[src/wsfd_pkg.sv]
`default_nettype none

package wsfd_pkg;

   localparam logic [31:0] MAX_FRAME_TOTAL_RESET = 32'd1048576;

   localparam logic [3:0] OP_CONTINUATION = 4'h0;
   localparam logic [3:0] OP_BIN_DATA     = 4'h2;

   localparam logic [6:0] LEN_EXT16 = 7'd126;
   localparam logic [6:0] LEN_EXT64 = 7'd127;

   localparam logic [3:0] EXT16_BYTES = 4'd2;
   localparam logic [3:0] EXT64_BYTES = 4'd8;

   localparam logic [3:0] HDR_FIRST_COUNT  = 4'd1;
   localparam logic [3:0] HDR_SECOND_COUNT = 4'd2;

   typedef enum logic [1:0] {
      KIND_HEADER  = 2'd0,
      KIND_PAYLOAD = 2'd1,
      KIND_ERROR   = 2'd2
   } kind_type;

   typedef enum logic [1:0] {
      ERR_NONE     = 2'd0,
      ERR_FRAGMENT = 2'd1,
      ERR_MASKED   = 2'd2,
      ERR_TOO_LONG = 2'd3
   } err_type;

   typedef struct packed {
      kind_type   kind;
      logic [7:0] payload_byte;
      logic [3:0] frame_opcode;
      logic       final_flag;
      logic       frame_end;
      err_type    error_code;
   } result_type;

endpackage

`default_nettype wire

[src/wsfd_if.sv]
`default_nettype none

interface wsfd_req_if;
   logic       valid;
   logic       ready;
   logic [7:0] data_byte;

   modport source (output valid, output data_byte, input ready);
   modport sink (input valid, input data_byte, output ready);
endinterface

interface wsfd_rsp_if;
   logic       valid;
   logic       ready;
   logic [1:0] kind;
   logic [7:0] payload_byte;
   logic [3:0] frame_opcode;
   logic       final_flag;
   logic       frame_end;
   logic [1:0] error_code;

   modport source (output valid, output kind, output payload_byte, output frame_opcode,
                   output final_flag, output frame_end, output error_code, input ready);
   modport sink (input valid, input kind, input payload_byte, input frame_opcode,
                 input final_flag, input frame_end, input error_code, output ready);
endinterface

interface wsfd_csr_if;
   logic        valid;
   logic        ready;
   logic [31:0] max_frame_total;

   modport source (output valid, output max_frame_total, input ready);
   modport sink (input valid, input max_frame_total, output ready);
endinterface

`default_nettype wire

[src/websocket_frame_deframer_core.sv]
// Channel   Dir  Payload
// req_chan  in   data_byte[7:0]
// rsp_chan  out  kind, payload_byte, frame_opcode, final_flag, frame_end, error_code
// csr_chan  in   max_frame_total[31:0]
//
// One result per input byte, registered for the cycle after the transfer; one byte per cycle
// sustained while rsp_chan is ready, as parser state and result register update together.
// req_chan.ready is high whenever the result register is empty or drains in the same cycle.
// Synchronous reset clears the parser state and loads max_frame_total with 1048576.
// csr_chan is always ready.
`default_nettype none

module websocket_frame_deframer_core (
   input wire logic  clock,
   input wire logic  reset,
   wsfd_req_if.sink  req_chan,
   wsfd_rsp_if.source rsp_chan,
   wsfd_csr_if.sink  csr_chan
);
   import wsfd_pkg::*;

   logic [31:0] max_total_ff;
   logic        rsp_valid_ff;
   result_type  result_ff;
   result_type  result_in;
   logic        take;

   assign csr_chan.ready = 1'b1;
   assign req_chan.ready = !rsp_valid_ff || rsp_chan.ready;
   assign take           = req_chan.valid && req_chan.ready;

   wsfd_parse u_parse (
      .clock           (clock),
      .reset           (reset),
      .step            (take),
      .data_byte       (req_chan.data_byte),
      .max_frame_total (max_total_ff),
      .result          (result_in)
   );

   always_ff @(posedge clock) begin
      if (reset) begin
         max_total_ff <= MAX_FRAME_TOTAL_RESET;
         rsp_valid_ff <= 1'b0;
      end else begin
         if (csr_chan.valid) begin
            max_total_ff <= csr_chan.max_frame_total;
         end
         if (take) begin
            rsp_valid_ff <= 1'b1;
         end else if (rsp_chan.ready) begin
            rsp_valid_ff <= 1'b0;
         end
      end
   end

   always_ff @(posedge clock) begin
      if (take) begin
         result_ff <= result_in;
      end
   end

   assign rsp_chan.valid        = rsp_valid_ff;
   assign rsp_chan.kind         = result_ff.kind;
   assign rsp_chan.payload_byte = result_ff.payload_byte;
   assign rsp_chan.frame_opcode = result_ff.frame_opcode;
   assign rsp_chan.final_flag   = result_ff.final_flag;
   assign rsp_chan.frame_end    = result_ff.frame_end;
   assign rsp_chan.error_code   = result_ff.error_code;

endmodule

`default_nettype wire

[src/wsfd_parse.sv]
`default_nettype none

module wsfd_parse (
   input  wire logic                clock,
   input  wire logic                reset,
   input  wire logic                step,
   input  wire logic [7:0]          data_byte,
   input  wire logic [31:0]         max_frame_total,
   output wsfd_pkg::result_type     result
);
   import wsfd_pkg::*;

   typedef enum logic [1:0] {
      PH_FIRST,
      PH_SECOND,
      PH_EXT,
      PH_PAYLOAD
   } phase_type;

   phase_type   phase_ff, phase_in;
   logic [3:0]  opcode_ff, opcode_in;
   logic        fin_ff, fin_in;
   logic [3:0]  ext_left_ff, ext_left_in;
   logic [3:0]  hdr_count_ff, hdr_count_in;
   logic [31:0] accum_ff, accum_in;
   logic        big_ff, big_in;
   logic [31:0] payload_left_ff, payload_left_in;
   err_type     err_ff, err_in;

   logic        finish;
   logic        frame_end;
   logic [32:0] total;

   always_comb begin
      phase_in        = phase_ff;
      opcode_in       = opcode_ff;
      fin_in          = fin_ff;
      ext_left_in     = ext_left_ff;
      hdr_count_in    = hdr_count_ff;
      accum_in        = accum_ff;
      big_in          = big_ff;
      payload_left_in = payload_left_ff;
      err_in          = err_ff;
      finish          = 1'b0;
      frame_end       = 1'b0;
      total           = '0;

      if (err_ff == ERR_NONE) begin
         unique case (phase_ff)
            PH_FIRST: begin
               fin_in       = data_byte[7];
               opcode_in    = data_byte[3:0];
               hdr_count_in = HDR_FIRST_COUNT;
               accum_in     = '0;
               big_in       = 1'b0;
               ext_left_in  = '0;
               if (!data_byte[7] && data_byte[3:0] != OP_CONTINUATION
                   && data_byte[3:0] != OP_BIN_DATA) begin
                  err_in = ERR_FRAGMENT;
               end else begin
                  phase_in = PH_SECOND;
               end
            end
            PH_SECOND: begin
               if (data_byte[7]) begin
                  err_in = ERR_MASKED;
               end else begin
                  hdr_count_in = HDR_SECOND_COUNT;
                  if (data_byte[6:0] == LEN_EXT16 || data_byte[6:0] == LEN_EXT64) begin
                     ext_left_in = (data_byte[6:0] == LEN_EXT16) ? EXT16_BYTES : EXT64_BYTES;
                     accum_in    = '0;
                     big_in      = 1'b0;
                     phase_in    = PH_EXT;
                  end else begin
                     accum_in = {25'd0, data_byte[6:0]};
                     big_in   = 1'b0;
                     finish   = 1'b1;
                  end
               end
            end
            PH_EXT: begin
               accum_in     = {accum_ff[23:0], data_byte};
               big_in       = big_ff | (accum_ff[31:24] != 8'd0);
               hdr_count_in = hdr_count_ff + 4'd1;
               ext_left_in  = ext_left_ff - 4'd1;
               finish       = (ext_left_in == 4'd0);
            end
            PH_PAYLOAD: begin
               payload_left_in = payload_left_ff - 32'd1;
               if (payload_left_in == 32'd0) begin
                  frame_end = 1'b1;
                  phase_in  = PH_FIRST;
               end
            end
            default: begin
               phase_in = PH_FIRST;
            end
         endcase

         if (finish) begin
            total = {1'b0, accum_in} + {29'd0, hdr_count_in};
            if (big_in || total > {1'b0, max_frame_total}) begin
               err_in = ERR_TOO_LONG;
            end else begin
               payload_left_in = accum_in;
               if (accum_in == 32'd0) begin
                  frame_end = 1'b1;
                  phase_in  = PH_FIRST;
               end else begin
                  phase_in = PH_PAYLOAD;
               end
            end
         end
      end
   end

   always_comb begin
      result.frame_opcode = opcode_in;
      result.final_flag   = fin_in;
      if (err_in != ERR_NONE) begin
         result.kind         = KIND_ERROR;
         result.payload_byte = '0;
         result.frame_end    = 1'b0;
         result.error_code   = err_in;
      end else begin
         result.kind         = (phase_ff == PH_PAYLOAD) ? KIND_PAYLOAD : KIND_HEADER;
         result.payload_byte = (phase_ff == PH_PAYLOAD) ? data_byte : 8'd0;
         result.frame_end    = frame_end;
         result.error_code   = ERR_NONE;
      end
   end

   always_ff @(posedge clock) begin
      if (reset) begin
         phase_ff        <= PH_FIRST;
         opcode_ff       <= '0;
         fin_ff          <= 1'b0;
         ext_left_ff     <= '0;
         hdr_count_ff    <= '0;
         accum_ff        <= '0;
         big_ff          <= 1'b0;
         payload_left_ff <= '0;
         err_ff          <= ERR_NONE;
      end else if (step) begin
         phase_ff        <= phase_in;
         opcode_ff       <= opcode_in;
         fin_ff          <= fin_in;
         ext_left_ff     <= ext_left_in;
         hdr_count_ff    <= hdr_count_in;
         accum_ff        <= accum_in;
         big_ff          <= big_in;
         payload_left_ff <= payload_left_in;
         err_ff          <= err_in;
      end
   end

endmodule

`default_nettype wire

[src/flat_wrapper.sv]
// flat-port wrapper written by rule: the top's interface ports become plain ports
module websocket_frame_deframer_core_flat import wsfd_pkg::*;
  (clock, reset, req_chan_valid, req_chan_data_byte, req_chan_ready, rsp_chan_valid, rsp_chan_kind, rsp_chan_payload_byte, rsp_chan_frame_opcode, rsp_chan_final_flag, rsp_chan_frame_end, rsp_chan_error_code, rsp_chan_ready, csr_chan_valid, csr_chan_max_frame_total, csr_chan_ready);
  wsfd_req_if req_chan_i ();
  wsfd_rsp_if rsp_chan_i ();
  wsfd_csr_if csr_chan_i ();
  input wire logic clock;
  input wire logic reset;
  input wire logic [$bits(req_chan_i.valid)-1:0] req_chan_valid;
  input wire logic [$bits(req_chan_i.data_byte)-1:0] req_chan_data_byte;
  output wire logic [$bits(req_chan_i.ready)-1:0] req_chan_ready;
  output wire logic [$bits(rsp_chan_i.valid)-1:0] rsp_chan_valid;
  output wire logic [$bits(rsp_chan_i.kind)-1:0] rsp_chan_kind;
  output wire logic [$bits(rsp_chan_i.payload_byte)-1:0] rsp_chan_payload_byte;
  output wire logic [$bits(rsp_chan_i.frame_opcode)-1:0] rsp_chan_frame_opcode;
  output wire logic [$bits(rsp_chan_i.final_flag)-1:0] rsp_chan_final_flag;
  output wire logic [$bits(rsp_chan_i.frame_end)-1:0] rsp_chan_frame_end;
  output wire logic [$bits(rsp_chan_i.error_code)-1:0] rsp_chan_error_code;
  input wire logic [$bits(rsp_chan_i.ready)-1:0] rsp_chan_ready;
  input wire logic [$bits(csr_chan_i.valid)-1:0] csr_chan_valid;
  input wire logic [$bits(csr_chan_i.max_frame_total)-1:0] csr_chan_max_frame_total;
  output wire logic [$bits(csr_chan_i.ready)-1:0] csr_chan_ready;
  assign req_chan_i.valid = req_chan_valid;
  assign req_chan_i.data_byte = req_chan_data_byte;
  assign req_chan_ready = req_chan_i.ready;
  assign rsp_chan_valid = rsp_chan_i.valid;
  assign rsp_chan_kind = rsp_chan_i.kind;
  assign rsp_chan_payload_byte = rsp_chan_i.payload_byte;
  assign rsp_chan_frame_opcode = rsp_chan_i.frame_opcode;
  assign rsp_chan_final_flag = rsp_chan_i.final_flag;
  assign rsp_chan_frame_end = rsp_chan_i.frame_end;
  assign rsp_chan_error_code = rsp_chan_i.error_code;
  assign rsp_chan_i.ready = rsp_chan_ready;
  assign csr_chan_i.valid = csr_chan_valid;
  assign csr_chan_i.max_frame_total = csr_chan_max_frame_total;
  assign csr_chan_ready = csr_chan_i.ready;
  websocket_frame_deframer_core u_core (.clock(clock), .reset(reset), .req_chan(req_chan_i), .rsp_chan(rsp_chan_i), .csr_chan(csr_chan_i));
endmodule
[config.mk]
export PLATFORM = sky130hd
export DESIGN_NAME = websocket_frame_deframer_core_flat
export DESIGN_NICKNAME = d
export VERILOG_FILES = /design/src/wsfd_pkg.sv /design/src/wsfd_if.sv /design/src/websocket_frame_deframer_core.sv /design/src/wsfd_parse.sv /design/src/flat_wrapper.sv
export SDC_FILE = /design/constraint.sdc
export NUM_CORES = 1
export LEC_CHECK = 0
export ABC_AREA = 1
export BUFFER_PORTS_ARGS = -buffer_cell sky130_fd_sc_hd__clkbuf_2
export CORE_MARGIN = 2
export CORE_UTILIZATION = 30
export DETAILED_ROUTE_END_ITERATION = 8
export PLACE_DENSITY = 0.48
export RECOVER_POWER = 25
export SYNTH_ARGS = -nofsm -noshare
export SYNTH_HDL_FRONTEND = slang
export SYNTH_SLANG_ARGS = --single-unit
[constraint.sdc]
create_clock -name clock -period 5.5 [get_ports clock]
set_clock_uncertainty 0.2 [all_clocks]
set_input_delay 1.1 -clock clock [delete_from_list [all_inputs] [get_ports clock]]
set_output_delay 1.1 -clock clock [all_outputs]
set_load 0.1 [all_outputs]
# ---- Word-level counts from Yosys, hierarchy flattened
# Cells that the tools add are included.
dict set report totals {
  ff_bits 133
  input_bits 45
  elab_cells 102
}
dict set report classes {
  n_addsub 4
  magnitude_cmp 1
  eq_ne 8
  muxes 47
  bitwise 3
  n_reduce_logical 22
}
# op n
set op_table {}
lappend op_table {{$mux 32} 5}
lappend op_table {{$pmux 32 s3} 1}
lappend op_table {{$logic_not 32->1} 2}
lappend op_table {{$add 32x4->33} 1}
lappend op_table {{$gt 33x32->1} 1}
lappend op_table {{$sub 32x1->32 const B} 1}
lappend op_table {{$mux 4} 7}
lappend op_table {{$mux 2} 12}
lappend op_table {{$pmux 4 s3} 2}
lappend op_table {{$mux 1} 15}
lappend op_table {{$eq 7x7->1 const B} 2}
lappend op_table {{$reduce_bool 8->1} 1}
lappend op_table {{$mux 7} 1}
lappend op_table {{$pmux 2 s3} 1}
lappend op_table {{$reduce_and 5->1} 1}
lappend op_table {{$add 4x1->4 const B} 1}
lappend op_table {{$eq 2x2->1 const B} 2}
lappend op_table {{$logic_not 2->1} 2}
lappend op_table {{$logic_not 4->1} 1}
lappend op_table {{$ne 2x2->1 const B} 2}
lappend op_table {{$ne 4x2->1 const B} 1}
lappend op_table {{$pmux 2 s2} 1}
lappend op_table {{$reduce_bool 2->1} 2}
lappend op_table {{$reduce_bool 4->1} 1}
lappend op_table {{12 further kinds} 19}

# ---- Longest topological paths before layout
dict set report depth {
  word_depth 14
  depth_mapped 43
}

# ---- Cells and area by module
# A second synthesis with hierarchy kept.
dict set report unflattened {
  cells_unflattened 1435
  hier_area_um2 9404.0
}
# module instances cells_each area_per_inst_um2 seq_area_each_um2
set by_module_without_submodules {}
lappend by_module_without_submodules {wsfd_parse 1 1270 7711.1 1641.6}
lappend by_module_without_submodules {websocket_frame_deframer_core 1 165 1692.9 1201.2}

# ---- Worst setup path before layout
# OpenSTA, ideal clock, no wires.
dict set report synth_path {
  kind {input to register}
  startpoint {input port req_chan_data_byte[3]}
  endpoint {register u_core.result_ff, in the netlist u_core.rsp_chan.payload_byte[0], data pin}
  setup_time_ps 256
  t_arrival_ps 4920
  t_required_ps 5044
  setup_slack_ps 124
  stages 37
  path_cell_list {inv_1 -> nor2_1 -> nand2_1 -> nand2_1 -> nand2_1 -> nand3_1 -> o21a_1 -> inv_1 -> ha_1 -> nand3_1 -> nand2_1 -> nand2_1 -> nand2_1 -> nand4_1 -> nor4_4 -> nand2_1 -> nor3_2 -> xor2_1 -> inv_1 -> ha_1 -> nand2_1 -> nor4_1 -> nand2_1 -> nand2_1 -> nand2_1 -> nand2_1 -> nand2_1 -> nand2_1 -> nand2_1 -> nand2_1 -> nand2_1 -> nand2_2 -> nand2_1 -> nand2_1 -> a21oi_2 -> nand3_2 -> nor2_1}
}
dict set report synth_via {
  elab_chain_len 14
  word_cells_on_any_way 25
  cone_classes {add/sub: 1; order compare: 1; eq/ne: 3; mux: 13; reduce/logical: 7}
}
# item line
set synth_rtl {}
lappend synth_rtl {{start, declared} flat_wrapper.sv:10} ;# input wire logic [$bits(req_chan_i.data_byte)-1:0] req_chan_data_byte;
lappend synth_rtl {{$eq 7x7->1} wsfd_parse.sv:69} ;# if (data_byte[6:0] == LEN_EXT16 || data_byte[6:0] == LEN_EXT64) begin
lappend synth_rtl {{$logic_or 1x1->1} wsfd_parse.sv:69}
lappend synth_rtl {{$mux 7} wsfd_parse.sv:69}
lappend synth_rtl {{$mux 32} wsfd_parse.sv:65} ;# if (data_byte[7]) begin
lappend synth_rtl {{$pmux 32 s3} wsfd_parse.sv:49} ;# unique case (phase_ff)
lappend synth_rtl {{$mux 32} wsfd_parse.sv:48} ;# if (err_ff == ERR_NONE) begin
lappend synth_rtl {{$add 32x4->33} wsfd_parse.sv:101} ;# total = {1'b0, accum_in} + {29'd0, hdr_count_in};
lappend synth_rtl {{$gt 33x32->1} wsfd_parse.sv:102} ;# if (big_in || total > {1'b0, max_frame_total}) begin
lappend synth_rtl {{$logic_or 1x1->1} wsfd_parse.sv:102}
lappend synth_rtl {{$mux 2} wsfd_parse.sv:102}
lappend synth_rtl {{$mux 2 *} wsfd_parse.sv:100} ;# if (finish) begin
lappend synth_rtl {{$mux 2 *} wsfd_parse.sv:48}
lappend synth_rtl {{$reduce_bool 2->1 *} wsfd_parse.sv:120} ;# if (err_in != ERR_NONE) begin
lappend synth_rtl {{$reduce_or 2->1 (no source line) *} -}
lappend synth_rtl {{end signal, assigned} websocket_frame_deframer_core.sv:59} ;# result_ff <= result_in;
lappend synth_rtl {{end, declared} websocket_frame_deframer_core.sv:24} ;# result_type result_ff;
# Mark *: on every way between the ends. The rest lies on a longest branch, timed or not. The select of a mux whose other input is x is not followed.
# A chain may end at the register's enable or synchronous reset.

# ---- Final worst setup path
dict set report layout_path {
  startpoint {input port req_chan_data_byte[7]}
  endpoint {register u_core.result_ff, in the netlist u_core.rsp_chan.frame_end, data pin}
}
dict set report layout_via {
  elab_chain_len 11
  word_cells_on_any_way 30
  cone_classes {add/sub: 1; order compare: 1; mux: 21; reduce/logical: 7}
}
# item line
set layout_rtl {}
lappend layout_rtl {{$mux 32 / $mux 4 (equally long branches)} wsfd_parse.sv:65}
lappend layout_rtl {{$pmux 32 s3 / $pmux 4 s3 (equally long branches)} wsfd_parse.sv:49}
lappend layout_rtl {{$mux 32 / $mux 4 (equally long branches)} wsfd_parse.sv:48}
lappend layout_rtl {{$add 32x4->33} wsfd_parse.sv:101}
lappend layout_rtl {{$gt 33x32->1} wsfd_parse.sv:102}
lappend layout_rtl {{$logic_or 1x1->1} wsfd_parse.sv:102}
lappend layout_rtl {{$mux 2} wsfd_parse.sv:102}
lappend layout_rtl {{$mux 2} wsfd_parse.sv:100}
lappend layout_rtl {{$mux 2} wsfd_parse.sv:48}
lappend layout_rtl {{$reduce_bool 2->1} wsfd_parse.sv:120}
lappend layout_rtl {{$reduce_or 2->1 (no source line)} -}
# Parallel ways exist; a longest one is shown, timed or not. The select of a mux whose other input is x is not followed.

==> reports/results.txt <==
Status: finished clean
Initial core utilization: 0.303
Max FO, Critical Path: 7
Post-synthesis sequential area ratio: 0.318
Max-cap violations: 0
GRT Resource Usage Total: 0.179
Yosys top cell area share: 0.258
Design Power: 2.96 mW
Total nets after synthesis: 1,417
Peak VDD IR: 191 uV
Fmax: 188 MHz
DR vias: 8,952
Final Non-Filler Cells: 1,869
Die Span X: 177 um
Clock root buffer: clkbuf_16
TritonCTS Buffers: 17
Distinct cell type count after synthesis: 48
CTS tree: yes
CTS Buffer Depth: 2
Share of post-route cells with drive strength above 1: 0.209
Port Buffer Count: 64
Area growth from synthesis to final layout: 28.1%
Via-to-Cell Ratio: 4.79
GPL Wtd Cong: 0.872
Setup violations, final: 0
CP bufs+invs: 7
Worst path slowest cell: ha_4
Hold Crit Class: register to register
Asr flop ratio synth: 0
Die Ht: 177 um
Clk slew on worst S/H paths: 0.06 ns
Post-synth EDFFs: 18
Synth area leader: dfxtp_1
First-pass GRT wire length: 44,000 um
Most frequent CP cell: nand2_1
FF+latch count, synth: 133
Wire per inst: 15.0 um
Post-placement cell count: 1,815
Pins Over Slew Limit: 0
Die Area: 0.0312 mm2
Post-synthesis cell count: 1,325
First-pass DRT Iterations: 5
Tmin final: 5.31 ns
Std-Cell Rows: 63
RSZ-0062 raised after global routing: true
Top cells by area in the synthesized netlist: dfxtp_1 26%, nand2_1 11%, inv_1 8.5%, a21oi_1 6.9%, o21ai_0 6.6%
Vias in the first global route: 8,497
Layout net count: 1,558
Syn Std Cell Area: 0.00893 mm2
Kind of cell adding the most delay to the critical path: simple AND/OR/NAND/NOR gates
Antenna-violating nets left: 0
Syn Area/Cell: 6.74 um2
WS Path Type: input port to register
Antenna cells: 0
Maximum number of pins on one net before global-route repair: 61
Core area: 0.0295 mm2
Initial drt markers: 553
IO Count: 66
Critical Path AT: 5.29 ns
Worst R2R Start: u_core.u_parse.phase_ff[0]
Hold path start: u_core.max_total_ff[18]
Critical R2R Capture: u_core.rsp_chan.frame_end
Slew Limit Headroom: 0.287
GRT Residual Overflow: 0
Hold Worst Slack: 0.266 ns
Reg2reg setup slack: 0.25 ns
Most used flip-flop cell after synthesis: dfxtp_1
Slew @ Worst Pin: 1.07 ns
Tcrit/Tclk final: 0.965
Commonest non-fill, non-tap cell in the layout: nand2_1
Critical Path Max Stage Delay: 0.31 ns
Startpoint Class: input port
Cts-stage hold buffer count: 0
Worst skew pair latency: 0.43 ns
Hold EP: u_core.max_total_ff[18]
H-tree depth: 4
Antenna violations before repair: 0
R2R cell count: 34
WP data required: 5.48 ns
Final HPWL DP: 20,100 um
Most frequent cells in the layout: 242 x nand2_1, 193 x inv_1, 121 x a21oi_1
Total Wirelength: 28,100 um
CTS sink cnt: 133
Hold violation total from the final report: 0
Hold-critical path depth: 2
Drt drc: 0
Pwr Density: 258 mW/mm2
Leakage power figure: 5.17 nW
CP Capture Type: register
Synth warn: 0
-- power breakdown --
part           total [mW]  internal [mW]  switching [mW]
clock network        1.23          0.759           0.467
logic               0.654          0.205           0.448
registers            1.08           1.05          0.0308
-- through the flow --
| step | util | setup TNS [ns] | instance area [um2] | setup WS [ns] |
|---|---|---|---|---|
| finish | 0.388 | 0 | 11400 | 0.192 |
| global route | 0.388 | -4.70 | 11400 | -0.158 |
| CTS | 0.370 | 0 | 10900 | 0.00103 |
| detailed placement | 0.346 | -19.70 | 10200 | -0.535 |
| global placement | 0.346 | -19.57 | 10200 | -0.536 |
| floorplan | - | 0 | 8930 | 0.124 |
-- synth_stat cells (26+ instances only) --
cell / number
clkbuf_1: 37
nand3_1: 45
o21ai_0: 117
inv_1: 203
dfxtp_1: 115
o211ai_1: 30
nor2_1: 129
xor2_1: 45
nand4_1: 26
a21oi_1: 123
ha_1: 46
nand2_1: 267
-- registers in the layout, indices dropped and copies added, names as in the netlist, 2 cells and up --
register	cells
u_core.u_parse.hdr_count_ff	4
u_core.rsp_chan.error_code	2
u_core.u_parse.phase_ff	2
u_core.u_parse.accum_ff	32
u_core.u_parse.err_ff	2
u_core.rsp_chan.payload_byte	8
u_core.rsp_chan.frame_opcode	4
u_core.u_parse.payload_left_ff	32
u_core.u_parse.opcode_ff	4
u_core.u_parse.ext_left_ff	4
u_core.max_total_ff	32
u_core.rsp_chan.kind	2
-- repair_timing --
action,in CTS,in global routing
pin swaps,8,54
gates cloned,1,4
setup endpoints to repair,23,49
hold endpoints to repair,0,0
gates resized for setup,13,98
buffers inserted,2,17
-- final cells by class --
cell class              count  area [um2]
repair buffers            174        1290
well taps                 390         488
clock buffers              19         433
clock inverters            13         183
multi-input cells         927        5410
flip-flops and latches    133        2840
inverters                 213         800
fillers                  3164       18000
-- kinds of logic after synthesis --
kind of cell	count (synthesis)	share of synthesized area
AO/OA/AOI/OAI	318	0.205
XOR/XNOR	51	0.0500
adder cells (fa/ha/maj)	47	0.0667
buffers and inverters	266	0.117
flip-flops	133	0.318
other	1	0.000420
AND/OR/NAND/NOR	509	0.242
-- worst max-delay path by stage --
stage / slack, ns / startpoint / cells after the start / end
2_1_floorplan: 0.12 / req_chan_data_byte[3] / 37 / u_core.rsp_chan.payload_byte[0]
3_3_place_gp: -0.54 / req_chan_data_byte[3] / 39 / u_core.rsp_chan.payload_byte[4]
3_5_place_dp: -0.54 / req_chan_data_byte[3] / 38 / u_core.rsp_chan.payload_byte[4]
4_1_cts: 0.001 / req_chan_data_byte[7] / 32 / u_core.rsp_chan.error_code[1]
5_1_grt: -0.16 / req_chan_data_byte[1] / 39 / u_core.u_parse.payload_left_ff[7]
6_report: 0.19 / req_chan_data_byte[7] / 36 / u_core.rsp_chan.frame_end
-- per-layer routing --
layer  vias to the layer above  wire length [um]  track usage
met5                         -                 0            0
met3                        26               918       0.0224
met1                      4137             13500        0.239
met2                       163             13300        0.303
met4                         0               365       0.0492
li1                       4626                 -            -
-- worst register-to-register path: cells and delay by family (launching register included) --
family	cells	cell delay, ns
buffers and inverters	5	0.64
adders and majority gates	3	0.84
AOI/OAI and AO/OA	2	0.58
xor gates and xnor gates	1	0.15
DFF	1	0.43
and+or+nand+nor	23	2.18
Note: power is estimated with default switching activity, not from simulation.
